===== config.mk =====
export PLATFORM = sky130hd
export DESIGN_NAME = rcpd_merge_flat
export DESIGN_NICKNAME = d
export VERILOG_FILES = /design/src/rtl/core/rcpd_pkg.sv /design/src/rtl/core/rcpd_out_if.sv /design/src/rtl/core/rcpd_merge.sv /design/src/flat_wrapper.sv
export SDC_FILE = /design/constraint.sdc
export NUM_CORES = 1
export LEC_CHECK = 0
export BUFFER_PORTS_ARGS = -buffer_cell sky130_fd_sc_hd__buf_4
export CORE_AREA = 5 5 123 125
export CTS_BUF_LIST = sky130_fd_sc_hd__clkbuf_8
export CTS_CLUSTER_SIZE = 25
export DETAILED_ROUTE_END_ITERATION = 10
export DIE_AREA = 0 0 128 130
export GPL_TIMING_DRIVEN = 0
export HOLD_SLACK_MARGIN = 0.03
export PLACE_DENSITY_LB_ADDON = 0.3
export SLEW_MARGIN = 20
export SYNTH_ARGS = -nofsm -noshare
export SYNTH_HDL_FRONTEND = slang
export SYNTH_SLANG_ARGS = --single-unit

===== constraint.sdc =====
create_clock -name i_clk -period 5.5 [get_ports i_clk]
set_input_delay 0.55 -clock i_clk [delete_from_list [all_inputs] [get_ports i_clk]]
set_output_delay 0.55 -clock i_clk [all_outputs]
set_load 0.005 [all_outputs]

===== src/rtl/core/rcpd_pkg.sv =====
package rcpd_pkg;

    // field widths of the stream items
    localparam int LEVEL_W   = 8;
    localparam int TIME_W    = 16;
    localparam int CHAN_W    = 3;
    localparam int VAL_W     = 16;
    localparam int PROD_W    = 2 * TIME_W;
    localparam int MAX_LANES = 8;

    // divider sequencing
    localparam int DIV_STEPS = VAL_W;
    localparam int STEP_W    = $clog2(DIV_STEPS);

    // configuration port
    localparam int CFG_IDX_W = 3;
    localparam int CFG_W     = 16;

    localparam logic [CFG_IDX_W-1:0] CFG_CHANNELS_USED = 3'd0;
    localparam logic [CFG_IDX_W-1:0] CFG_IN_MIN        = 3'd1;
    localparam logic [CFG_IDX_W-1:0] CFG_IN_MAX        = 3'd2;
    localparam logic [CFG_IDX_W-1:0] CFG_OUT_MIN       = 3'd3;
    localparam logic [CFG_IDX_W-1:0] CFG_OUT_MAX       = 3'd4;

    // register values after reset
    localparam logic [3:0]              RST_CHANNELS_USED = 4'd8;
    localparam logic [TIME_W-1:0]       RST_IN_MIN        = 16'd1000;
    localparam logic [TIME_W-1:0]       RST_IN_MAX        = 16'd2000;
    localparam logic signed [VAL_W-1:0] RST_OUT_MIN       = 16'sd0;
    localparam logic signed [VAL_W-1:0] RST_OUT_MAX       = 16'sd256;

    localparam logic signed [VAL_W+1:0] VAL_POS_LIMIT = 18'sd32767;
    localparam logic signed [VAL_W-1:0] VAL_POS_MAX   = 16'sh7fff;

    // input request
    typedef struct packed {
        logic [LEVEL_W-1:0] levels;
        logic [TIME_W-1:0]  time_us;
    } t_in_item;

    // result request
    typedef struct packed {
        logic [CHAN_W-1:0]       channel;
        logic [TIME_W-1:0]       width_us;
        logic signed [VAL_W-1:0] value;
        logic                    last;
    } t_out_item;

    // sequencer to lanes
    typedef struct packed {
        logic accept;
        logic clamp;
        logic mul;
        logic div_step;
    } t_lane_ctl;

    // shared scaling setup seen by every lane
    typedef struct packed {
        logic [TIME_W-1:0] in_min;
        logic [TIME_W-1:0] in_max;
        logic [TIME_W-1:0] in_span;
        logic [TIME_W-1:0] out_span;
    } t_scale_cfg;

    // sequencer to merger
    typedef struct packed {
        logic                    start;
        logic signed [VAL_W-1:0] out_min;
        logic                    span_zero;
    } t_merge_ctl;

    // merger to sequencer
    typedef struct packed {
        logic done;
    } t_merge_stat;

    // magnitude of the difference of two unsigned words
    function automatic logic [TIME_W-1:0] abs_diff_u(input logic [TIME_W-1:0] a,
                                                     input logic [TIME_W-1:0] b);
        return (a >= b) ? (a - b) : (b - a);
    endfunction

    // magnitude of the difference of two signed words, always fits unsigned
    function automatic logic [TIME_W-1:0] abs_diff_s(input logic signed [VAL_W-1:0] a,
                                                     input logic signed [VAL_W-1:0] b);
        logic signed [VAL_W:0] d;
        d = {a[VAL_W-1], a} - {b[VAL_W-1], b};
        return d[VAL_W] ? TIME_W'(-d) : d[TIME_W-1:0];
    endfunction

endpackage


===== src/rtl/core/rcpd_out_if.sv =====
interface rcpd_out_if import rcpd_pkg::*; ();
    logic      valid;
    logic      ready;
    t_out_item data;

    modport source (output valid, output data, input ready);
    modport sink   (input valid, input data, output ready);
endinterface


===== src/rtl/core/rcpd_merge.sv =====
module rcpd_merge import rcpd_pkg::*; #(
    parameter int LANES = 8
) (
    input  logic                           i_clk,
    input  logic                           i_rst_n,
    input  t_merge_ctl                     i_ctl,
    input  logic [LANES-1:0]               i_fall,
    input  logic [LANES-1:0][TIME_W-1:0]   i_width,
    input  logic [LANES-1:0][VAL_W-1:0]    i_quotient,
    rcpd_out_if.source                     o_out,
    output t_merge_stat                    o_stat
);

    logic [LANES-1:0]  r_pend;
    logic              r_ov;
    t_out_item         r_item;

    logic [LANES-1:0]        w_rest;
    logic [LANES-1:0]        w_pick;
    logic [CHAN_W-1:0]       w_chan;
    logic [TIME_W-1:0]       w_width;
    logic [VAL_W-1:0]        w_quo;
    logic signed [VAL_W+1:0] w_sum;
    logic signed [VAL_W-1:0] w_value;
    logic                    w_load;

    // lowest pending lane as a one-hot pick
    assign w_rest = r_pend & (r_pend - 1'b1);
    assign w_pick = r_pend & ~w_rest;

    // and-or select of the picked lane
    always_comb begin
        w_chan  = '0;
        w_width = '0;
        w_quo   = '0;
        for (int i = 0; i < LANES; i++) begin
            if (w_pick[i]) begin
                w_chan  = w_chan | CHAN_W'(i);
                w_width = w_width | i_width[i];
                w_quo   = w_quo | i_quotient[i];
            end
        end
    end

    // offset by out_min and saturate at the top; a zero input span gives out_min
    assign w_sum = {{2{i_ctl.out_min[VAL_W-1]}}, i_ctl.out_min} + {2'b00, w_quo};

    always_comb begin
        if (i_ctl.span_zero) begin
            w_value = i_ctl.out_min;
        end else if (w_sum > VAL_POS_LIMIT) begin
            w_value = VAL_POS_MAX;
        end else begin
            w_value = w_sum[VAL_W-1:0];
        end
    end

    assign w_load = (r_pend != '0) && (!r_ov || o_out.ready);

    // pending mask and output register
    always_ff @(posedge i_clk) begin
        if (!i_rst_n) begin
            r_pend <= '0;
            r_ov   <= 1'b0;
        end else begin
            if (i_ctl.start) begin
                r_pend <= i_fall;
            end else if (w_load) begin
                r_pend <= w_rest;
            end
            if (w_load) begin
                r_ov <= 1'b1;
            end else if (o_out.ready) begin
                r_ov <= 1'b0;
            end
        end
    end

    always_ff @(posedge i_clk) begin
        if (w_load) begin
            r_item.channel  <= w_chan;
            r_item.width_us <= w_width;
            r_item.value    <= w_value;
            r_item.last     <= (w_rest == '0);
        end
    end

    assign o_out.valid = r_ov;
    assign o_out.data  = r_item;
    assign o_stat.done = (r_pend == '0);

endmodule


===== src/flat_wrapper.sv =====
// flat-port wrapper written by rule: the top's interface ports become plain ports
module rcpd_merge_flat import rcpd_pkg::*;
#(
    parameter int LANES = 8
)
  (i_clk, i_rst_n, i_ctl, i_fall, i_width, i_quotient, o_stat, o_out_valid, o_out_data, o_out_ready);
  rcpd_out_if o_out_i ();
  input  logic i_clk;
  input  logic i_rst_n;
  input  t_merge_ctl i_ctl;
  input  logic [LANES-1:0] i_fall;
  input  logic [LANES-1:0][TIME_W-1:0] i_width;
  input  logic [LANES-1:0][VAL_W-1:0] i_quotient;
  output t_merge_stat o_stat;
  output wire logic [$bits(o_out_i.valid)-1:0] o_out_valid;
  output wire logic [$bits(o_out_i.data)-1:0] o_out_data;
  input wire logic [$bits(o_out_i.ready)-1:0] o_out_ready;
  assign o_out_valid = o_out_i.valid;
  assign o_out_data = o_out_i.data;
  assign o_out_i.ready = o_out_ready;
  rcpd_merge #(.LANES(LANES)) u_core (.i_clk(i_clk), .i_rst_n(i_rst_n), .i_ctl(i_ctl), .i_fall(i_fall), .i_width(i_width), .i_quotient(i_quotient), .o_out(o_out_i), .o_stat(o_stat));
endmodule

Word level (Yosys, flattened, before mapping)
Index checks and enable logic that the tools add are counted.

storage, ports and cells
  flip-flop bits (word level) = 45
  input bits = 285
  output and inout bits = 38
  logic and storage cells = 65

operators by class
  add/sub/neg operators = 2
  order comparisons = 1
  multiplexer cells = 27
  bitwise operators = 17
  reduce and logical (&&, ||, !) cells = 10

operators with widths
  operator                                                                            number
  16-bit two-way mux                                                                  18
  16-bit bitwise OR                                                                   14
  16-bit by 17-bit adder with 18-bit output                                           1
  18-bit by 16-bit greater-than comparator with 1-bit output (second input constant)  1
  8-bit bitwise AND                                                                   2
  8-bit logical NOT                                                                   2
  8-bit two-way mux                                                                   2
  8-bit NOT                                                                           1
  8-bit nonzero test                                                                  1
  8-bit by 1-bit subtractor with 8-bit output (second input constant)                 1
  3-bit two-way mux                                                                   2
  2-bit two-way mux                                                                   2
  2-bit nonzero test                                                                  2
  4-bit OR reduction                                                                  1
  1-bit two-way mux                                                                   3
  2-bit OR reduction                                                                  1
  1-bit logical AND                                                                   1
  1-bit logical NOT                                                                   1
  1-bit logical OR                                                                    1

Logic depth before layout (Yosys ltp)
Gate-level depths: netlist of the first run.

  depth after elaboration = 23
  gate-level depth with buffers = 21
  depth with buffers taken out = 17

Least setup slack after synthesis of the first run
No wires, ideal clock.

  path kind = register to register
  start point = register u_core.r_pend[0]
  end point = register u_core.r_item, in the netlist u_core.o_out.data[15], data pin
  setup time = 262 ps
  arrival = 3866 ps
  data required time = 5238 ps
  path slack = 1372 ps
  stages on the path, launching flop included = 18
  path buffers = 2
  clock period less this slack = 4128 ps
  cell sequence = dfxtp_1 > clkbuf_1 > or4_1 > nor3b_1 > buf_2 > a22oi_1 > nand3_1 > ha_1 > inv_1 > fa_1 > nor2b_1 > o2111ai_1 > a31oi_1 > o211ai_1 > a311oi_1 > o21ai_0 > mux2i_1 > nand3_2

between the ends
  word-level cells in the longest chain between the ends = 23

RTL lines
  what                                                        RTL line          RTL
  start, declared                                             rcpd_merge.sv:14  logic [LANES-1:0] r_pend;
  start signal, assigned                                      rcpd_merge.sv:67  r_pend <= i_fall;
  start signal, assigned                                      rcpd_merge.sv:69  r_pend <= w_rest;
  8-bit by 1-bit subtractor with 8-bit output                 rcpd_merge.sv:28  assign w_rest = r_pend & (r_pend - 1'b1);
  8-bit bitwise AND                                           rcpd_merge.sv:28
  8-bit NOT                                                   rcpd_merge.sv:29  assign w_pick = r_pend & ~w_rest;
  8-bit bitwise AND (*)                                       rcpd_merge.sv:29
  16-bit two-way mux                                          rcpd_merge.sv:37  if (w_pick[i]) begin
  16-bit bitwise OR                                           rcpd_merge.sv:40  w_quo = w_quo | i_quotient[i];
  16-bit two-way mux                                          rcpd_merge.sv:37
  16-bit bitwise OR                                           rcpd_merge.sv:40
  (+8 left out)                                               -
  16-bit two-way mux                                          rcpd_merge.sv:37
  16-bit bitwise OR                                           rcpd_merge.sv:40
  16-bit two-way mux (*)                                      rcpd_merge.sv:37
  16-bit by 17-bit adder with 18-bit output (*)               rcpd_merge.sv:46  assign w_sum = {{2{i_ctl.out_min[VAL_W-1]}}, i_ctl.out_min} + {2'b00, w_quo};
  18-bit by 16-bit greater-than comparator with 1-bit output  rcpd_merge.sv:51  end else if (w_sum > VAL_POS_LIMIT) begin
  16-bit two-way mux (*)                                      rcpd_merge.sv:51
  16-bit two-way mux (*)                                      rcpd_merge.sv:49  if (i_ctl.span_zero) begin
  net u_core.w_value[14]                                      rcpd_merge.sv:24  logic signed [VAL_W-1:0] w_value;
  end, declared                                               rcpd_merge.sv:16  t_out_item r_item;

The timed path passes the listed nets; every way through them passes the cells marked *.
A chain may end at the register's enable or synchronous reset.

Worst setup path after layout of the first run
  start point = register u_core.r_pend[4]
  end point = register u_core.r_item, in the netlist u_core.o_out.data[15], data pin

between the ends
  word-level cells in the longest chain between the ends = 15

RTL lines
  what                                                        RTL line
  8-bit by 1-bit subtractor with 8-bit output                 rcpd_merge.sv:28
  8-bit bitwise AND                                           rcpd_merge.sv:28
  8-bit NOT                                                   rcpd_merge.sv:29
  8-bit bitwise AND (*)                                       rcpd_merge.sv:29
  16-bit two-way mux                                          rcpd_merge.sv:37
  16-bit bitwise OR                                           rcpd_merge.sv:40
  16-bit two-way mux                                          rcpd_merge.sv:37
  16-bit bitwise OR                                           rcpd_merge.sv:40
  16-bit two-way mux                                          rcpd_merge.sv:37
  16-bit bitwise OR                                           rcpd_merge.sv:40
  16-bit two-way mux (*)                                      rcpd_merge.sv:37
  16-bit by 17-bit adder with 18-bit output (*)               rcpd_merge.sv:46
  18-bit by 16-bit greater-than comparator with 1-bit output  rcpd_merge.sv:51
  16-bit two-way mux (*)                                      rcpd_merge.sv:51
  16-bit two-way mux (*)                                      rcpd_merge.sv:49
  net u_core.w_value[14]                                      rcpd_merge.sv:24

Marks and branches as above.

==> results of run 1 <==
worst max-delay path: stages (launching register included):
cell	delay, ns
dfxtp_1	0.30
clkbuf_1	0.17
nor4_2	0.42
nand2_1	0.23
nor2_1	0.16
and2_1	0.14
clkbuf_1	0.36
buf_2	0.36
a22oi_1	0.13
nand3_1	0.11
ha_1	0.24
inv_1	0.08
fa_1	0.41
nor2b_1	0.19
o2111ai_1	0.16
a31oi_1	0.33
o211ai_1	0.18
a311oi_1	0.30
o21ai_0	0.16
mux2i_1	0.20
nand3_2	0.08
stage by stage:
step           setup slack, ns  power, mW
3_3_place_gp            0.2271      1.142
5_1_grt                0.05522      1.439
4_1_cts                 0.1958      1.356
3_5_place_dp            0.2424      1.153
6_report                0.5232      1.350
2_1_floorplan            1.372     0.8037
how the worst min path moves through the flow:
stage | to | from | slack [ns]
after floorplan | u_core.o_out.valid$_SDFFE_PN0P_ | u_core.r_pend[7]$_SDFFE_PN0P_ | 0.52
after global placement | u_core.o_out.valid$_SDFFE_PN0P_ | u_core.r_pend[7]$_SDFFE_PN0P_ | 0.56
after detailed placement | u_core.o_out.valid$_SDFFE_PN0P_ | u_core.r_pend[7]$_SDFFE_PN0P_ | 0.57
after CTS | u_core.r_pend[5]$_SDFFE_PN0P_ | i_rst_n | 0.51
after global routing | u_core.r_pend[6]$_SDFFE_PN0P_ | i_rst_n | 0.52
final | u_core.r_pend[5]$_SDFFE_PN0P_ | i_rst_n | 0.52
cell usage in the layout (no fill, tap or decap), types with 8 or more instances in the layout:
cell / n
a21oi_1: 8
and2_1: 10
o21ai_0: 23
a221oi_1: 33
dfxtp_1: 9
edfxtp_1: 36
buf_4: 321
nand2_1: 33
a22oi_1: 95
clkbuf_1: 31
nand3_1: 33
ha_1: 17
inv_1: 9
nor2_1: 54
area by class of cell:
cell class | count | area, um2 | share of cell area (%)
clock buffers | 5 | 68.82 | 0.9853
multi-input cells | 399 | 2744 | 39.29
repair buffers | 322 | 2437 | 34.90
flip-flops and latches | 45 | 1261 | 18.06
inverters | 8 | 30.03 | 0.4300
clock inverters | 3 | 12.51 | 0.1791
well taps | 180 | 225.2 | 3.225
plain buffers | 41 | 205.2 | 2.938
cell families (layout without fill, tap and decap cells):
logic type	Yosys count	count (layout)
compound gates	203	203
xor+xnor	9	9
fa+ha+maj	19	19
buf+inv	49	379
flops	45	45
mux	4	4
simple gates	164	164
registers in the layout, summed over array words and instances (netlist names):
register / count
u_core.o_out.data: 36
u_core.o_out.valid: 1
u_core.r_pend: 8
timing repair:
action	in CTS	in global routing
gates resized for setup	0	3
setup endpoints to repair	0	6
hold buffers	0	0
hold endpoints to repair	0	0
power by group:
| group | internal [mW] | switching (mW) | leakage [nW] |
|---|---|---|---|
| logic | 0.362 | 0.318 | 2.72 |
| registers | 0.448 | 0.0184 | 0.436 |
| clock network | 0.0859 | 0.117 | 0.0505 |
layer usage:
metal	vias to the layer above	GRT usage [%]	part of all wire (%)
met3	31	5.403	8.4
met2	253	38.69	49
met5	-	0	0
met4	0	6.117	2.3
li1	2627	-	-
met1	2502	27.97	40
==> summary.txt, run 1 <==
outcome = complete, no violations
worst setup path startpoint = u_core.r_pend[4]$_SDFFE_PN0P_
CP endpoint kind = register
startpoint class of the critical path = register
Synth cell types = 59
Crit Path Class = register to register
vias per std cell = 5.397
synth cell count leaders = a22oi_1, nor2_1, edfxtp_1
final hold vios = 0
WL/cell = 20.26 um
# IOs = 323
IO Port Bufs = 321
leakage power = 3.207 nW
Die H = 130 um
clock sink total = 45
worst IR drop on VDD = 93.68 uV
Final setup viols = 0
xor-xnor portion of the synthesized cell area = 1.867%
# DRC = 0
die area = 16640 um2
placed cell area = 6890 um2
fillers = 1391
most frequent cell after synthesis = a22oi_1
Syn Area/Cell = 8.563 um2
crit path capture = u_core.o_out.data[15]$_DFFE_PP_
r2r endpoint = u_core.o_out.data[15]$_DFFE_PP_
number of max-cap violations = 0
Post-Synth Simple-Gate Area = 18.73%
Slew headroom = 49.09%
Finished Cell Area = 6984 um2
register area share after synthesis = 29.88%
CP required = 5.54 ns
largest net degree at the start of global routing = 21
largest family of logic cells by synthesized area = compound AO/OA/AOI/OAI gates
RSZ-0062 raised after global routing = false
H-tree depth = 2
Detailed Route WL = 20330 um
total track usage = 22.39%
Num CTS Buffers = 5
Most used DFF post-synth = edfxtp_1
mux cell area share after synthesis = 0.9781%
nets = 1125
Final Skew = 0.007551 ns
Synth warnings = 0
Root Driver = clkbuf_8
leading area contributor after synthesis = edfxtp_1
GRT overflow = 0
die width = 128 um
worst-path maximum fanout = 10
Hold WC Path Type = primary input to register
synthesized net count = 796
Arrival @ worst endpoint = 5.02 ns
initial core utilization = 30.65%
vias in the first global route = 5490
routability congestion estimate = 0.8718
r2r setup slk = 0.52 ns
Worst-path clk slew = 0.08 ns
Compound-Gate Fraction of Synth Area = 37.26%
initial antenna violation count = 0
clock buffer depth = 2
first-pass GRT wire length = 29110 um
Final period util = 90.49%
Adder-Cell Fraction of Synth Area = 5.750%
CTS tree = built
ANT cells = 0
flops & latches, synth = 45
layout cells sized above 1 = 43.74%
EDFF count, synth = 36
# rows = 43
asr flop ratio synth = 0%
power density over cell area = 193.2 nW/um2
1st-pass router iterations = 5
Clock Latency Late Sink = 0.30 ns
fin crit period = 4.977 ns
Hold Slack = 0.5204 ns
r2r worst-path depth = 20
Placeable Area = 13770 um2
Synth Instances = 493
TNS Setup = 0 ns
Synth-to-Final Area Change = 65.44%
worst-margin pin slew = 0.7616 ns
Area contributors post-synth = edfxtp_1, a22oi_1, a221oi_1
worst r2r src = u_core.r_pend[4]$_SDFFE_PN0P_
Slew Viols, Final = 0
final core occ = 50.71%
Detailed Route Iter0 Violations = 342
Layout Cells excl Fill = 1003
post-detail-place hpwl = 16430 um
vias = 5413
setup bufs post-CTS = 0
hold depth = 2
Syn Std Cell Area = 4222 um2
Post-Place Cells = 995
Max Clk Rate = 0.2009 GHz
Yosys top cell area share = 25.61%
post-route ant nets = 0
Note: power is estimated with default switching activity, not from simulation.
==> run 2: changes to the inputs <==
CORE_AREA = 5 5 121 123   (was 5 5 123 125)
DIE_AREA = 0 0 126 128   (was 0 0 128 130)
==> summary.txt, run 2 (synthesized netlist as in run 1, its figures left out) <==
outcome = complete, no violations
Num CTS Buffers = 5
Max Clk Rate = 0.2011 GHz
initial core utilization = 31.14%
Worst-path clk slew = 0.10 ns
die area = 16130 um2
Die H = 128 um
vias in the first global route = 5529
commonest non-fill, non-tap cells in the layout = buf_4, a22oi_1, nor2_1
placed cell area = 6882 um2
largest net degree at the start of global routing = 33
final core occ = 51.83%
leakage power = 3.217 nW
Layout Cells excl Fill = 1002
Critical-path top delay cell = or4_1
Post-Place Setup Slack = 0.4119 ns
H-tree depth = 2
# DRC = 0
CP required = 5.55 ns
Arrival @ worst endpoint = 5.02 ns
Crit Path Class = register to register
worst IR drop on VDD = 125.1 uV
worst r2r src = u_core.r_pend[0]$_SDFFE_PN0P_
Slew Viols, Final = 0
layout cells sized above 1 = 44.04%
final hold vios = 0
clock buffer depth = 2
die width = 126 um
Worst Min Path Start = i_rst_n
number of flip-flops in the largest register = 36
Final Skew = 0.01204 ns
startpoint class of the critical path = register
Root Driver = clkbuf_8
total power = 1.452 mW
Post-Place Cells = 995
PnR worst setup slack = 0.5273 ns
# hold bufs at CTS = 0
nets = 1124
Hold WC Path Type = primary input to register
# rows = 43
vias per std cell = 5.416
clock sink total = 45
fin crit period = 4.973 ns
Final period util = 90.41%
GRT overflow = 0
RSZ-0062 raised after global routing = false
routability congestion estimate = 0.8894
most common cell after layout, fill and taps aside = buf_4
Synth-to-Final Area Change = 66.45%
Clock Latency Late Sink = 0.30 ns
crit-path max cell delay = 0.67 ns
WL/cell = 20.31 um
Detailed Route WL = 20350 um
total track usage = 23.39%
Hold Slack = 0.5032 ns
worst-path maximum fanout = 10
# IOs = 323
initial antenna violation count = 0
Critical Path, Cell by Cell = clkbuf_1 > or4_1 > nor3b_2 > buf_2 > a22oi_1 > nand3_1 > ha_1 > inv_1 > fa_1 > nor2b_1 > o2111ai_1 > a31oi_1 > o211ai_1 > a311oi_1 > o21ai_0 > mux2i_1 > nand3_2
post-detail-place hpwl = 16470 um
Slew headroom = 53.07%
worst-margin pin slew = 0.7039 ns
IO Port Bufs = 321
TNS Setup = 0 ns
Detailed Route Iter0 Violations = 384
number of max-cap violations = 0
CTS tree = built
ANT cells = 0
CP endpoint kind = register
Finished Cell Area = 7027 um2
1st-pass router iterations = 5
post-route ant nets = 0
vias = 5427
worst setup path startpoint = u_core.r_pend[0]$_SDFFE_PN0P_
Placeable Area = 13560 um2
power density over cell area = 206.7 nW/um2
first-pass GRT wire length = 29810 um
Final setup viols = 0
run 2: cell type report:
type	count	area (um2)
clock inverter	3	65.06
tap	180	225.2
fill	1357	6531
inverter	8	30.03
buffer	40	200.2
clock buffer	5	68.82
timing repair buffer	322	2430
sequential	45	1261
multi-input combinational	399	2746
run 2: timing repair:
action,4_1_cts,5_1_grt
endpoints found under the setup margin,0,8
gates resized for setup,0,2
buffers inserted,0,0
run 2: worst paths after layout:
check                                    end  slack (ns)  cells past startpoint
max          u_core.o_out.data[15]$_DFFE_PP_        0.53                     17
min            u_core.r_pend[1]$_SDFFE_PN0P_        0.50                      2
max reg2reg  u_core.o_out.data[15]$_DFFE_PP_        0.53                     17
min reg2reg  u_core.o_out.valid$_SDFFE_PN0P_        0.59                      1
run 2: critical path, delay by kind of cell (launching register included):
family	cells	cell delay [ns]
compound gates	6	1.27
fa+ha+maj	2	0.61
buf+inv	3	0.68
flops	1	0.31
mux	1	0.21
simple gates	5	1.63
run 2: per-layer routing:
metal	track usage [%]	vias to the layer above	part of all wire (%)
li1	-	2621	-
met3	4.917	16	8.0
met1	29.45	2547	40
met2	41.66	243	50
met4	4.416	0	1.2
met5	0	-	0
run 2: where the power goes:
| part | switching, mW | internal [mW] |
|---|---|---|
| Combinational | 0.320 | 0.360 |
| Sequential | 0.0196 | 0.448 |
| Clock | 0.123 | 0.181 |
| Total | 0.463 | 0.990 |
