### config.mk
export PLATFORM = sky130hd
export DESIGN_NAME = rcpd_lane
export DESIGN_NICKNAME = d
export VERILOG_FILES = /design/src/rtl/core/rcpd_pkg.sv /design/src/rtl/core/rcpd_lane.sv
export SDC_FILE = /design/constraint.sdc
export NUM_CORES = 1
export LEC_CHECK = 0
export ABC_AREA = 0
export BUFFER_PORTS_ARGS = -buffer_cell sky130_fd_sc_hd__buf_2
export CAP_MARGIN = 20
export CELL_PAD_IN_SITES_DETAIL_PLACEMENT = 0
export CELL_PAD_IN_SITES_GLOBAL_PLACEMENT = 1
export CORE_AREA = 5 5 218 220
export CTS_CLUSTER_DIAMETER = 50
export CTS_CLUSTER_SIZE = 20
export DETAILED_ROUTE_END_ITERATION = 7
export DIE_AREA = 0 0 223 225
export GPL_TIMING_DRIVEN = 0
export PLACE_DENSITY_LB_ADDON = 0.12
export SYNTH_ARGS = -nofsm -noshare
export SYNTH_HDL_FRONTEND = slang
export SYNTH_SLANG_ARGS = --single-unit
### constraint.sdc
create_clock -name i_clk -period 14.4 [get_ports i_clk]
set_input_delay 2.88 -clock i_clk [delete_from_list [all_inputs] [get_ports i_clk]]
set_output_delay 2.88 -clock i_clk [all_outputs]
set_load 0.1 [all_outputs]
### src/rtl/core/rcpd_pkg.sv
package rcpd_pkg;

    // field widths of the stream items
    localparam int LEVEL_W   = 8;
    localparam int TIME_W    = 16;
    localparam int CHAN_W    = 3;
    localparam int VAL_W     = 16;
    localparam int PROD_W    = 2 * TIME_W;
    localparam int MAX_LANES = 8;

    // divider sequencing
    localparam int DIV_STEPS = VAL_W;
    localparam int STEP_W    = $clog2(DIV_STEPS);

    // configuration port
    localparam int CFG_IDX_W = 3;
    localparam int CFG_W     = 16;

    localparam logic [CFG_IDX_W-1:0] CFG_CHANNELS_USED = 3'd0;
    localparam logic [CFG_IDX_W-1:0] CFG_IN_MIN        = 3'd1;
    localparam logic [CFG_IDX_W-1:0] CFG_IN_MAX        = 3'd2;
    localparam logic [CFG_IDX_W-1:0] CFG_OUT_MIN       = 3'd3;
    localparam logic [CFG_IDX_W-1:0] CFG_OUT_MAX       = 3'd4;

    // register values after reset
    localparam logic [3:0]              RST_CHANNELS_USED = 4'd8;
    localparam logic [TIME_W-1:0]       RST_IN_MIN        = 16'd1000;
    localparam logic [TIME_W-1:0]       RST_IN_MAX        = 16'd2000;
    localparam logic signed [VAL_W-1:0] RST_OUT_MIN       = 16'sd0;
    localparam logic signed [VAL_W-1:0] RST_OUT_MAX       = 16'sd256;

    localparam logic signed [VAL_W+1:0] VAL_POS_LIMIT = 18'sd32767;
    localparam logic signed [VAL_W-1:0] VAL_POS_MAX   = 16'sh7fff;

    // input request
    typedef struct packed {
        logic [LEVEL_W-1:0] levels;
        logic [TIME_W-1:0]  time_us;
    } t_in_item;

    // result request
    typedef struct packed {
        logic [CHAN_W-1:0]       channel;
        logic [TIME_W-1:0]       width_us;
        logic signed [VAL_W-1:0] value;
        logic                    last;
    } t_out_item;

    // sequencer to lanes
    typedef struct packed {
        logic accept;
        logic clamp;
        logic mul;
        logic div_step;
    } t_lane_ctl;

    // shared scaling setup seen by every lane
    typedef struct packed {
        logic [TIME_W-1:0] in_min;
        logic [TIME_W-1:0] in_max;
        logic [TIME_W-1:0] in_span;
        logic [TIME_W-1:0] out_span;
    } t_scale_cfg;

    // sequencer to merger
    typedef struct packed {
        logic                    start;
        logic signed [VAL_W-1:0] out_min;
        logic                    span_zero;
    } t_merge_ctl;

    // merger to sequencer
    typedef struct packed {
        logic done;
    } t_merge_stat;

    // magnitude of the difference of two unsigned words
    function automatic logic [TIME_W-1:0] abs_diff_u(input logic [TIME_W-1:0] a,
                                                     input logic [TIME_W-1:0] b);
        return (a >= b) ? (a - b) : (b - a);
    endfunction

    // magnitude of the difference of two signed words, always fits unsigned
    function automatic logic [TIME_W-1:0] abs_diff_s(input logic signed [VAL_W-1:0] a,
                                                     input logic signed [VAL_W-1:0] b);
        logic signed [VAL_W:0] d;
        d = {a[VAL_W-1], a} - {b[VAL_W-1], b};
        return d[VAL_W] ? TIME_W'(-d) : d[TIME_W-1:0];
    endfunction

endpackage

### src/rtl/core/rcpd_lane.sv
module rcpd_lane import rcpd_pkg::*; (
    input  logic              i_clk,
    input  logic              i_rst_n,
    input  t_lane_ctl         i_ctl,
    input  logic              i_active,
    input  logic              i_level,
    input  logic [TIME_W-1:0] i_time_us,
    input  t_scale_cfg        i_cfg,
    output logic              o_fall,
    output logic [TIME_W-1:0] o_width_us,
    output logic [VAL_W-1:0]  o_quotient
);

    logic              r_prev;
    logic [TIME_W-1:0] r_rise;
    logic              r_fall;
    logic [TIME_W-1:0] r_width;
    logic [TIME_W-1:0] r_dist;
    logic [TIME_W-1:0] r_rem;
    logic [VAL_W-1:0]  r_quo;

    logic [TIME_W-1:0] w_clamped;
    logic [PROD_W-1:0] w_prod;
    logic [TIME_W:0]   w_trial;
    logic [TIME_W:0]   w_diff;
    logic              w_fit;

    // edge detect and rise timestamp
    always_ff @(posedge i_clk) begin
        if (!i_rst_n) begin
            r_prev <= 1'b0;
            r_rise <= '0;
            r_fall <= 1'b0;
        end else if (i_ctl.accept) begin
            r_fall <= i_active && r_prev && !i_level;
            if (i_active && (i_level != r_prev)) begin
                r_prev <= i_level;
                if (i_level) begin
                    r_rise <= i_time_us;
                end
            end
        end
    end

    // clamp to the input range, inverted limits fall out of the order of tests
    always_comb begin
        if (r_width < i_cfg.in_min) begin
            w_clamped = i_cfg.in_min;
        end else if (r_width > i_cfg.in_max) begin
            w_clamped = i_cfg.in_max;
        end else begin
            w_clamped = r_width;
        end
    end

    assign w_prod  = r_dist * i_cfg.out_span;
    assign w_trial = {r_rem, r_quo[VAL_W-1]};
    assign w_fit   = w_trial >= {1'b0, i_cfg.in_span};
    assign w_diff  = w_trial - {1'b0, i_cfg.in_span};

    // width, distance, product, then one restoring divide bit per cycle
    always_ff @(posedge i_clk) begin
        if (i_ctl.accept) begin
            r_width <= i_time_us - r_rise;
        end
        if (i_ctl.clamp) begin
            r_dist <= abs_diff_u(w_clamped, i_cfg.in_min);
        end
        if (i_ctl.mul) begin
            r_rem <= w_prod[PROD_W-1:VAL_W];
            r_quo <= w_prod[VAL_W-1:0];
        end else if (i_ctl.div_step) begin
            r_rem <= w_fit ? w_diff[TIME_W-1:0] : w_trial[TIME_W-1:0];
            r_quo <= {r_quo[VAL_W-2:0], w_fit};
        end
    end

    assign o_fall     = r_fall;
    assign o_width_us = r_width;
    assign o_quotient = r_quo;

endmodule

# After elaboration in Yosys (flattened, before gate mapping)

Index checks and enable logic that the tools add are counted.

$add $sub $neg: 4
Equality and inequality tests: 1
Muxes and demuxes: 8
Div/mod/pow operators: 0
Magnitude comparators: 4
Reductions and logical operators: 7
Bitwise gates (word level): 0
Shifts and indexed selects: 0
Multipliers: 1

Operators with widths:

| operator          | number |
|---|---|
| $mux 16           | 8 |
| $sub 16x16->16    | 4 |
| $mul 16x16->32    | 1 |
| $ge 17x16->1      | 1 |
| $ge 16x16->1      | 1 |
| $gt 16x16->1      | 1 |
| $lt 16x16->1      | 1 |
| $logic_and 1x1->1 | 3 |
| $reduce_and 3->1  | 1 |
| $reduce_and 2->1  | 1 |
| $reduce_bool 2->1 | 1 |
| $logic_not 1->1   | 1 |
| $ne 1x1->1        | 1 |

Output and inout port bits: 33
Word-level logic and storage cells: 32
Bits in latches: 0
Bits in registers: 82
Memory bits (writable): 0
Input bits: 88
Memories: 0
Bits in read-only memories: 0

# Longest topological paths before layout

Gate-level depths: netlist of the first run.

Depth in word-level cells: 5
Mapped depth: 24
Gate-level depth less buffers: 23

# Worst setup path after synthesis of the first run

OpenSTA, ideal clock, no wires.

Kind: input to register
From: input i_cfg[1] (netlist name)
To: register r_rem[8] (data pin)
Path buffers: 1
Required time: 14.144 ns
Library setup time: 0.256 ns
Arrival time: 8.199 ns
Path slack: 5.945 ns
Cell stages on the path: 21
Path through: clkbuf_1 -> nand2_1 -> fa_1 -> fa_1 -> inv_1 -> fa_1 -> fa_1 -> fa_1 -> inv_1 -> fa_1 -> inv_1 -> ha_1 -> a21o_1 -> a21o_1 -> a21oi_1 -> nand2_1 -> o31ai_2 -> o21bai_1 -> a21o_1 -> or2_0 -> a31o_2

Longest elaborated chain between the ends: 2

Ends and longest elaborated chain:

| item                 | RTL line        | text |
|---|---|---|
| start, declared      | rcpd_lane.sv:8  | `input t_scale_cfg i_cfg,` |
| $mul 16x16->32       | rcpd_lane.sv:56 | `assign w_prod = r_dist * i_cfg.out_span;` |
| $mux 16              | rcpd_lane.sv:69 | `if (i_ctl.mul) begin` |
| end signal, assigned | rcpd_lane.sv:70 | `r_rem <= w_prod[PROD_W-1:VAL_W];` |
| end signal, assigned | rcpd_lane.sv:73 | `r_rem <= w_fit ? w_diff[TIME_W-1:0] : w_trial[TIME_W-1:0];` |
| end, declared        | rcpd_lane.sv:19 | `logic [TIME_W-1:0] r_rem;` |

Every way passes these cells.
A chain may end at the register's enable or synchronous reset.

# Final worst setup path of the first run

From: input i_cfg[2] (netlist name)
To: register r_rem[9] (data pin)

The elaborated chain is that of the path after synthesis.

==> results of run 1 <==
-- worst register-to-register path, delay by kind of cell (launching register included) --
kind                     cells  cell delay [ns]
AO/OA/AOI/OAI                5             1.36
buffers and inverters        6             0.88
flip-flops                   1             0.68
adder cells (fa/ha/maj)      7             3.45
XOR/XNOR                     1             0.22
AND/OR/NAND/NOR              4             0.45
-- cell usage in the layout, fill, tap and decap left out, drive strengths merged, types with 3 or more instances in the layout --
cell type  synthesis  routed
inv              313     318
nand2            230     230
fa               198     198
ha               197     197
buf                5     125
and2             117     117
a21oi             83      83
clkbuf            59      69
o21ai             67      67
edfxtp            64      64
nor2              58      58
xnor2             49      49
a21o              47      47
o21a              26      26
a21boi            22      22
dfxtp             18      18
mux2              18      18
o211ai            17      17
nor3              16      16
mux2i             16      16
xor2              15      15
nand3             13      13
nand4             13      13
nor2b             11      11
a211oi            11      11
o21bai            11      11
nand2b             7       7
a31oi              7       7
or3                6       6
and3               5       5
o41ai              5       5
o221ai             5       5
o22ai              4       4
or2                4       4
nor3b              3       3
nand4b             3       3
a2111oi            3       3
a221oi             3       3
a31o               3       3
-- cell families (layout without fill, tap and decap cells) --
kind of cell,count (synthesis),count (layout)
flip-flops,82,82
buffers and inverters,377,513
XOR/XNOR,64,64
other,0,2
AO/OA/AOI/OAI,328,328
multiplexers,34,34
adder cells (fa/ha/maj),395,395
AND/OR/NAND/NOR,493,493
-- registers in the layout, indices dropped and copies added (netlist names) --
name and flops:
o_quotient 16, o_width_us 16, r_dist 16, r_rem 16
r_rise 16, o_fall 1, r_prev 1
-- how the worst max path moves through the flow --
stage | from | endpoint | cells past startpoint
floorplan | i_cfg[1] | r_rem[8] | 21
detailed placement | i_cfg[2] | r_rem[9] | 22
finish | i_cfg[2] | r_rem[9] | 22
global route | i_cfg[1] | r_rem[9] | 22
CTS | i_cfg[2] | r_rem[9] | 22
global placement | i_cfg[1] | r_rem[9] | 22
-- layer usage --
layer	share of wire [%]	global-route usage (%)	vias up	wire (um)
met3	2.7	2.397	48	1252
met1	42	22.68	6190	19690
li1	-	-	6057	-
met4	2.1	4.368	4	959
met5	0.032	0	-	15
met2	53	35.04	186	24540
-- area by class of cell --
cell class                      instances  area, sq um
Antenna cell                            2        5.005
Buffer                                 64        305.3
Clock buffer                           10        250.2
Clock inverter                          6        50.05
Fill cell                            4756        27750
Inverter                              313         1175
Multi-Input combinational cell       1314        11920
Sequential cell                        82         2282
Tap cell                              600        750.7
Timing Repair Buffer                  120        600.6
-- through the flow --
step | std cells | utilization (%) | hold WS, ns | area, sq um | setup slack [ns]
2_1_floorplan | 1773 | - | 0.4434 | 15680 | 5.945
3_3_place_gp | 2493 | 37.77 | 0.4514 | 17030 | 4.733
3_5_place_dp | 2493 | 37.77 | 0.4612 | 17030 | 4.689
4_1_cts | 2509 | 38.44 | 0.4722 | 17330 | 5.093
5_1_grt | 2509 | 38.44 | 0.4991 | 17330 | 4.769
6_report | 2511 | 38.45 | 0.4641 | 17340 | 5.063
==> reports/qor.yml, run 1 <==
status: "finished, final reports clean"
yosys.area.top_type: "fa_1"
required_ns: 14.49
worstReg2RegStart: "r_dist[5]"
worstPathCellList: "buf_2 -> clkbuf_1 -> nand2_1 -> fa_1 -> fa_1 -> fa_1 -> inv_1 -> fa_1 -> fa_1 -> inv_1 -> fa_1 -> inv_1 -> ha_1 -> a21o_1 -> a21o_1 -> a32oi_1 -> nand2_1 -> a31oi_1 -> a21oi_1 -> o41ai_1 -> xor2_1 -> a21oi_1"
r2r_cells: 23
drt_iter0_markers: 463
worst-slew-pin-transition_ns: 0.9196
max_stage_delay_ns: 0.56
gp_congestion: 0.8909
coreArea_sq_um: 45090
synth_area_sq_um: 15680
wl_per_cell_um: 18.50
ctsHoldBuffers: 0
synth_xor_area_share_pct: 3.575
rrSetupSlack_ns: 7.10
rsz0062_at_grt: "no"
ys_seq_elements: 82
ys_warn_count: 0
ys_top_cells_by_count: "inv_1 (312), nand2_1 (230), fa_1 (198)"
fmax_mhz: 107.1
antenna_found_initial: 2
cp-start-kind: "primary input"
hold_path_depth: 2
dr.pass1.iters: 4
avgSynthCellArea_sq_um: 8.844
post-route-drc-count: 0
clkTransAtPathRegs_ns: 0.07
syn-num-nets: 2256
grt_pass1_vias: 13360
synth_compound_area_share_pct: 14.12
vias_per_cell: 4.972
die_width_um: 223
grt-ovfl-total: 0
io_pins: 121
cp-end-kind: "register"
synth_edf_count: 64
hold_viol_final: 0
vias: 12490
arrival_ns: 9.42
synth_top_family_by_area: "adder cells"
muxShareOfSynthArea_pct: 2.314
cts-root-buf: "clkbuf_16"
crit_top_cell: "fa_1"
cap_violations: 0
critical_path.max_fanout: 10
rows: 78
post-cts-setup-buffers: 0
finalSetupTns_ns: 0
synthFlopType: "edfxtp_1"
clk_latency_ns: 0.36
yosysMostFrequentCell: "inv_1"
synthArstFlopShare_pct: 0
grt_usage_pct: 18.64
synthAdderAreaFrac_pct: 41.00
dp_hpwl_mm: 38.97
syn_inst: 1773
cts_buffer_depth: 2
post_cts_resized: 0
finalNetCount: 2387
clock-sinks: 82
hp-class: "reg -> reg"
drive_gt1_share_pct: 9.639
final-setup-viol-count: 0
wl_mm: 46.46
ys_top_cells_by_area: "fa_1 (25%), ha_1 (16%), edfxtp_1 (12%)"
area_growth_pct: 10.56
holdPathEnd: "r_rise[10]"
maxSlewHeadroom_pct: 38.56
cpMaxStageDelayCell: "clkbuf_1"
cts_tree: "done"
die_y_um: 225
fin_crit_sh_pct: 64.84
numCtsBuffers: 9
slew_violations: 0
synth-simple-area-share_pct: 14.99
crit_buf_inv: 5
netlist.area_leader.share_pct: 25.28
yosysSeqAreaShare_pct: 14.55
worstHoldStart: "r_rise[10]"
portBuffers: 120
critPathKind: "in -> reg"
start_util_pct: 34.78
r2r_end: "r_rem[9]"
cts_max_level: 3
grt_max_degree: 33
grt_pass1_wl_mm: 73.65
fin_crit_ns: 9.337
critical_path.top_delay_family: "adder cells"
fin_skew_ns: 0.01211
dieArea_sq_um: 50180
ant_nets: 0
synth_cell_types: 76
Power of run 1 is not shown: default switching activity piles up to over one toggle a cycle in this logic, so the estimate is an artifact.
==> run 2, diff against run 1 <==
clock period = 7.61 ns   (was 14.4 ns; I/O delays follow)
==> run 2 against run 1 <==
  * Hold slack about the same
  * Sequential share of layout area about the same
  * Die area unchanged
  * Cell count decreased by 0.56%
  * Critical path depth decreased by 1
  * Worst setup slack got worse by 4.7 ns
  * Highest routed layer unchanged
  * Core utilization about the same
  * Critical endpoint unchanged
  * Global-route usage decreased by 0.17 points
  * Via count decreased by 0.35%
  * Cell area about the same
==> reports/qor.yml, run 2 (synthesis results as in run 1) <==
grt-ovfl-total: 0
worstHoldStart: "r_rise[10]"
rrSetupSlack_ns: 0.63
final_common_cell: "inv_1"
portBuffers: 120
r2r_end: "r_rem[8]"
final_cell_mix: "inv_1 (312), nand2_1 (230), fa_1 (198)"
max_stage_delay_ns: 0.56
gp_congestion: 0.8909
status: "finished, final reports clean"
critical_path.max_fanout: 16
wl_mm: 45.90
dr.pass1.iters: 5
clock-sinks: 82
dp_hpwl_mm: 38.97
cts_buffer_depth: 2
finalNetCount: 2374
critical_path.top_delay_family: "adder cells"
holdPathEnd: "r_rise[10]"
io_pins: 121
die_width_um: 223
drt_iter0_markers: 470
area_growth_pct: 10.53
grt_usage_pct: 18.47
fin_crit_ns: 7.244
slew_violations: 0
clkTransAtPathRegs_ns: 0.07
cpMaxStageDelayCell: "fa_1"
maxSlewHeadroom_pct: 38.49
hold_viol_final: 0
grt_pass1_wl_mm: 73.05
hp-class: "reg -> reg"
numCtsBuffers: 9
rsz0062_at_grt: "no"
drive_gt1_share_pct: 9.968
start_util_pct: 34.78
worst-slew-pin-transition_ns: 0.9207
hold_path_depth: 2
grt_pass1_vias: 13300
fmax_mhz: 138.0
r2r_cells: 23
clk_latency_ns: 0.36
final-setup-viol-count: 0
fin_crit_sh_pct: 95.19
required_ns: 7.70
fin_skew_ns: 0.01112
die_y_um: 225
holdWs_ns: 0.4645
cts-root-buf: "clkbuf_16"
grt_max_degree: 33
critPathKind: "in -> reg"
vias: 12440
vias_per_cell: 4.982
worstPathCellList: "buf_2 -> nand2_1 -> fa_1 -> fa_1 -> fa_1 -> inv_1 -> fa_1 -> fa_1 -> inv_1 -> fa_1 -> inv_1 -> ha_1 -> a21o_1 -> a21o_1 -> a32oi_2 -> nand2_1 -> a31oi_4 -> a21oi_1 -> o41ai_2 -> xor2_1 -> a21oi_1"
worstReg2RegStart: "r_dist[5]"
coreArea_sq_um: 45090
crit_top_cell: "fa_1"
dieArea_sq_um: 50180
cp-start-kind: "primary input"
cts_max_level: 3
post-route-drc-count: 0
arrival_ns: 7.33
cts_tree: "done"
ant_nets: 0
rows: 78
crit_buf_inv: 4
wl_per_cell_um: 18.38
cp-end-kind: "register"
cap_violations: 0
antenna_found_initial: 2
## run 2: how the worst max path moves through the flow
| stage | from | endpoint | cells past startpoint |
|---|---|---|---|
| after floorplan | i_cfg[1] | r_rem[8] | 21 |
| after global placement | i_cfg[1] | r_rem[9] | 22 |
| after detailed placement | i_cfg[2] | r_rem[9] | 22 |
| after CTS | i_cfg[12] | r_rem[14] | 22 |
| after global routing | i_cfg[15] | r_rem[14] | 22 |
| final | i_cfg[2] | r_rem[9] | 21 |
## run 2: per-stage QoR
step | TNS, ns | utilization, % | instances | instance area [sq um] | worst slack, ns
after global placement | -5.150 | 37.77 | 2493 | 17030 | -0.6991
after detailed placement | -5.299 | 37.77 | 2493 | 17030 | -0.7426
after global routing | 0 | 38.43 | 2496 | 17330 | 0.006181
after floorplan | 0 | - | 1773 | 15680 | 0.5129
after CTS | 0 | 38.37 | 2499 | 17300 | 0.05244
final | 0 | 38.44 | 2497 | 17330 | 0.3661
## run 2: cell type report
type,count,area [sq um]
Clock inverter,6,50.05
Multi-Input combinational cell,1314,11960
Clock buffer,10,250.2
Buffer,51,257.7
Sequential cell,82,2282
Fill cell,4756,27760
Inverter,313,1175
Timing Repair Buffer,120,600.6
Tap cell,600,750.7
Antenna cell,1,2.502
## run 2: timing repair
action,CTS,global route
resized for setup,2,7
hold buffers,0,0
pin swaps,0,0
setup buffers,0,0
endpoints found under the setup margin,8,6
## run 2: layer usage
metal	global-route usage, %	wire length (um)
met4	3.814	810
met3	2.371	1312
met5	0	15
met1	22.49	19280
met2	34.95	24480
## run 2: worst reg2reg max path, stage by stage (launching register included)
cell	delay, ns
edfxtp_1	0.66
clkbuf_1	0.60
nand2_1	0.16
fa_1	0.51
inv_1	0.06
fa_1	0.50
inv_1	0.06
fa_1	0.55
inv_1	0.06
fa_1	0.44
fa_1	0.54
inv_1	0.05
fa_1	0.47
inv_1	0.04
ha_1	0.35
a21o_1	0.19
a21o_1	0.17
a21oi_1	0.19
nand2_1	0.12
o31ai_4	0.32
o21bai_1	0.10
a21o_1	0.19
or2_0	0.19
a31o_2	0.22
Power of run 2 is left out for the same reason.
==> run 3, diff against run 2 <==
CTS_CLUSTER_SIZE = unset   (was 20)
GPL_TIMING_DRIVEN = 1   (was 0)
==> run 3 against run 2 <==
  * Critical path depth unchanged
  * Via count decreased by 2.0%
  * Hold slack got worse by 0.0022 ns
  * Core utilization decreased by 0.29 points
  * Critical path type unchanged
  * Critical endpoint is now r_rem[8]
  * Largest cell class unchanged
==> reports/qor.yml, run 3 (synthesis results as in run 1) <==
status: "finished, final reports clean"
rsz0062_at_grt: "no"
cp-start-kind: "primary input"
wl_per_cell_um: 17.57
required_ns: 7.72
grt-ovfl-total: 0
drive_gt1_share_pct: 10.75
post-cts-setup-buffers: 0
antenna_found_initial: 2
finalSetupTns_ns: 0
clock-sinks: 82
ctsHoldBuffers: 0
post-route-drc-count: 0
final_cell_mix: "inv_1 (312), nand2_1 (230), fa_1 (198)"
cp-end-kind: "register"
die_width_um: 223
fin_crit_ns: 7.104
ff_latch_area_sq_um: 2282
clk_latency_ns: 0.36
cpMaxStageDelayCell: "fa_1"
grt_pass1_wl_mm: 70.76
worstPathCellList: "buf_2 -> nand2_1 -> fa_1 -> fa_1 -> inv_1 -> ha_1 -> fa_1 -> fa_1 -> inv_1 -> fa_1 -> inv_1 -> ha_1 -> a211o_1 -> o2111ai_1 -> a211oi_1 -> o31ai_2 -> buf_4 -> o21bai_1 -> a21o_1 -> or2_0 -> a31o_2"
dp_hpwl_mm: 36.08
io_pins: 121
final_common_cell: "inv_1"
cap_violations: 0
coreArea_sq_um: 45090
grt_usage_pct: 17.61
dr.pass1.iters: 4
multiInputGateArea_sq_um: 11920
fin_crit_sh_pct: 93.35
crit_buf_inv: 5
gp_congestion: 0.8531
wl_mm: 43.41
cts-root-buf: "clkbuf_16"
vias_per_cell: 4.936
fin_skew_ns: 0.01259
critical_path.top_delay_family: "adder cells"
fmax_mhz: 140.8
fillers: 4718
final-setup-viol-count: 0
critical_path.max_fanout: 16
area_growth_pct: 9.679
drt_iter0_markers: 488
cts_max_level: 3
arrival_ns: 7.21
portBuffers: 120
finalNetCount: 2348
die_y_um: 225
grt_max_degree: 57
maxSlewHeadroom_pct: 40.79
rows: 78
crit_top_cell: "fa_1"
hold_viol_final: 0
grt_pass1_vias: 13120
worst-slew-pin-transition_ns: 0.8881
vias: 12200
slew_violations: 0
critPathKind: "in -> reg"
dieArea_sq_um: 50180
cts_tree: "done"
hp-class: "reg -> reg"
numCtsBuffers: 9
ant_nets: 0
start_util_pct: 34.78
post_cts_resized: 0
max_stage_delay_ns: 0.56
clkTransAtPathRegs_ns: 0.07
cts_buffer_depth: 2
run 3: cell count changes in the layout (fill, tap and decap cells not counted), moves of 2 or more:
cell      delta
buf_6        -4
clkbuf_8     -3
clkbuf_1    -40
buf_4       +24
clkbuf_2     -2
run 3: final timing paths:
| check | to | start | slack (ns) | cells after the start |
|---|---|---|---|---|
| max | r_rem[8] | i_cfg[1] | 0.51 | 21 |
| min | r_rise[14] | r_rise[14] | 0.46 | 2 |
| max reg2reg | r_rem[8] | r_dist[6] | 1.02 | 20 |
| min reg2reg | r_rise[14] | r_rise[14] | 0.46 | 2 |
run 3: metrics by stage:
stage | area [sq um] | utilization (%) | hold slack, ns | cells | worst slack, ns
floorplan | 15680 | - | 0.4434 | 1773 | 0.5129
global placement | 16920 | 37.52 | 0.4511 | 2454 | 0.1261
detailed placement | 16920 | 37.52 | 0.4570 | 2454 | 0.1212
CTS | 17200 | 38.14 | 0.4681 | 2470 | 0.4816
global route | 17200 | 38.14 | 0.4845 | 2470 | 0.08311
finish | 17200 | 38.14 | 0.4623 | 2471 | 0.5058
run 3: routing by layer:
| layer | up-vias | routed length (um) | global-route usage (%) |
|---|---|---|---|
| met1 | 6048 | 18740 | 21.76 |
| li1 | 5957 | - | - |
| met4 | 2 | 679 | 3.379 |
| met2 | 155 | 22940 | 33.15 |
| met5 | - | 13 | 0 |
| met3 | 35 | 1033 | 2.149 |
run 3: final cells by class:
class	count	area share [%]
inverter	313	6.832
sequential	82	13.27
antenna	1	0.01455
tap	600	4.365
clock buffer	10	1.331
timing repair buffer	145	4.583
multi-input combinational	1314	69.32
clock inverter	6	0.2837
run 3: worst register-to-register path, stage by stage (launching register included):
cell	delay [ns]
edfxtp_1	0.90
nand2_1	0.19
fa_1	0.54
fa_1	0.56
inv_1	0.05
ha_1	0.21
fa_1	0.50
fa_1	0.50
inv_1	0.06
fa_1	0.56
inv_1	0.05
ha_1	0.36
a211o_1	0.29
o2111ai_1	0.30
a211oi_1	0.18
o31ai_2	0.26
buf_4	0.17
o21bai_1	0.06
a21o_1	0.18
or2_0	0.19
a31o_2	0.23
Power of run 3 is left out for the same reason.
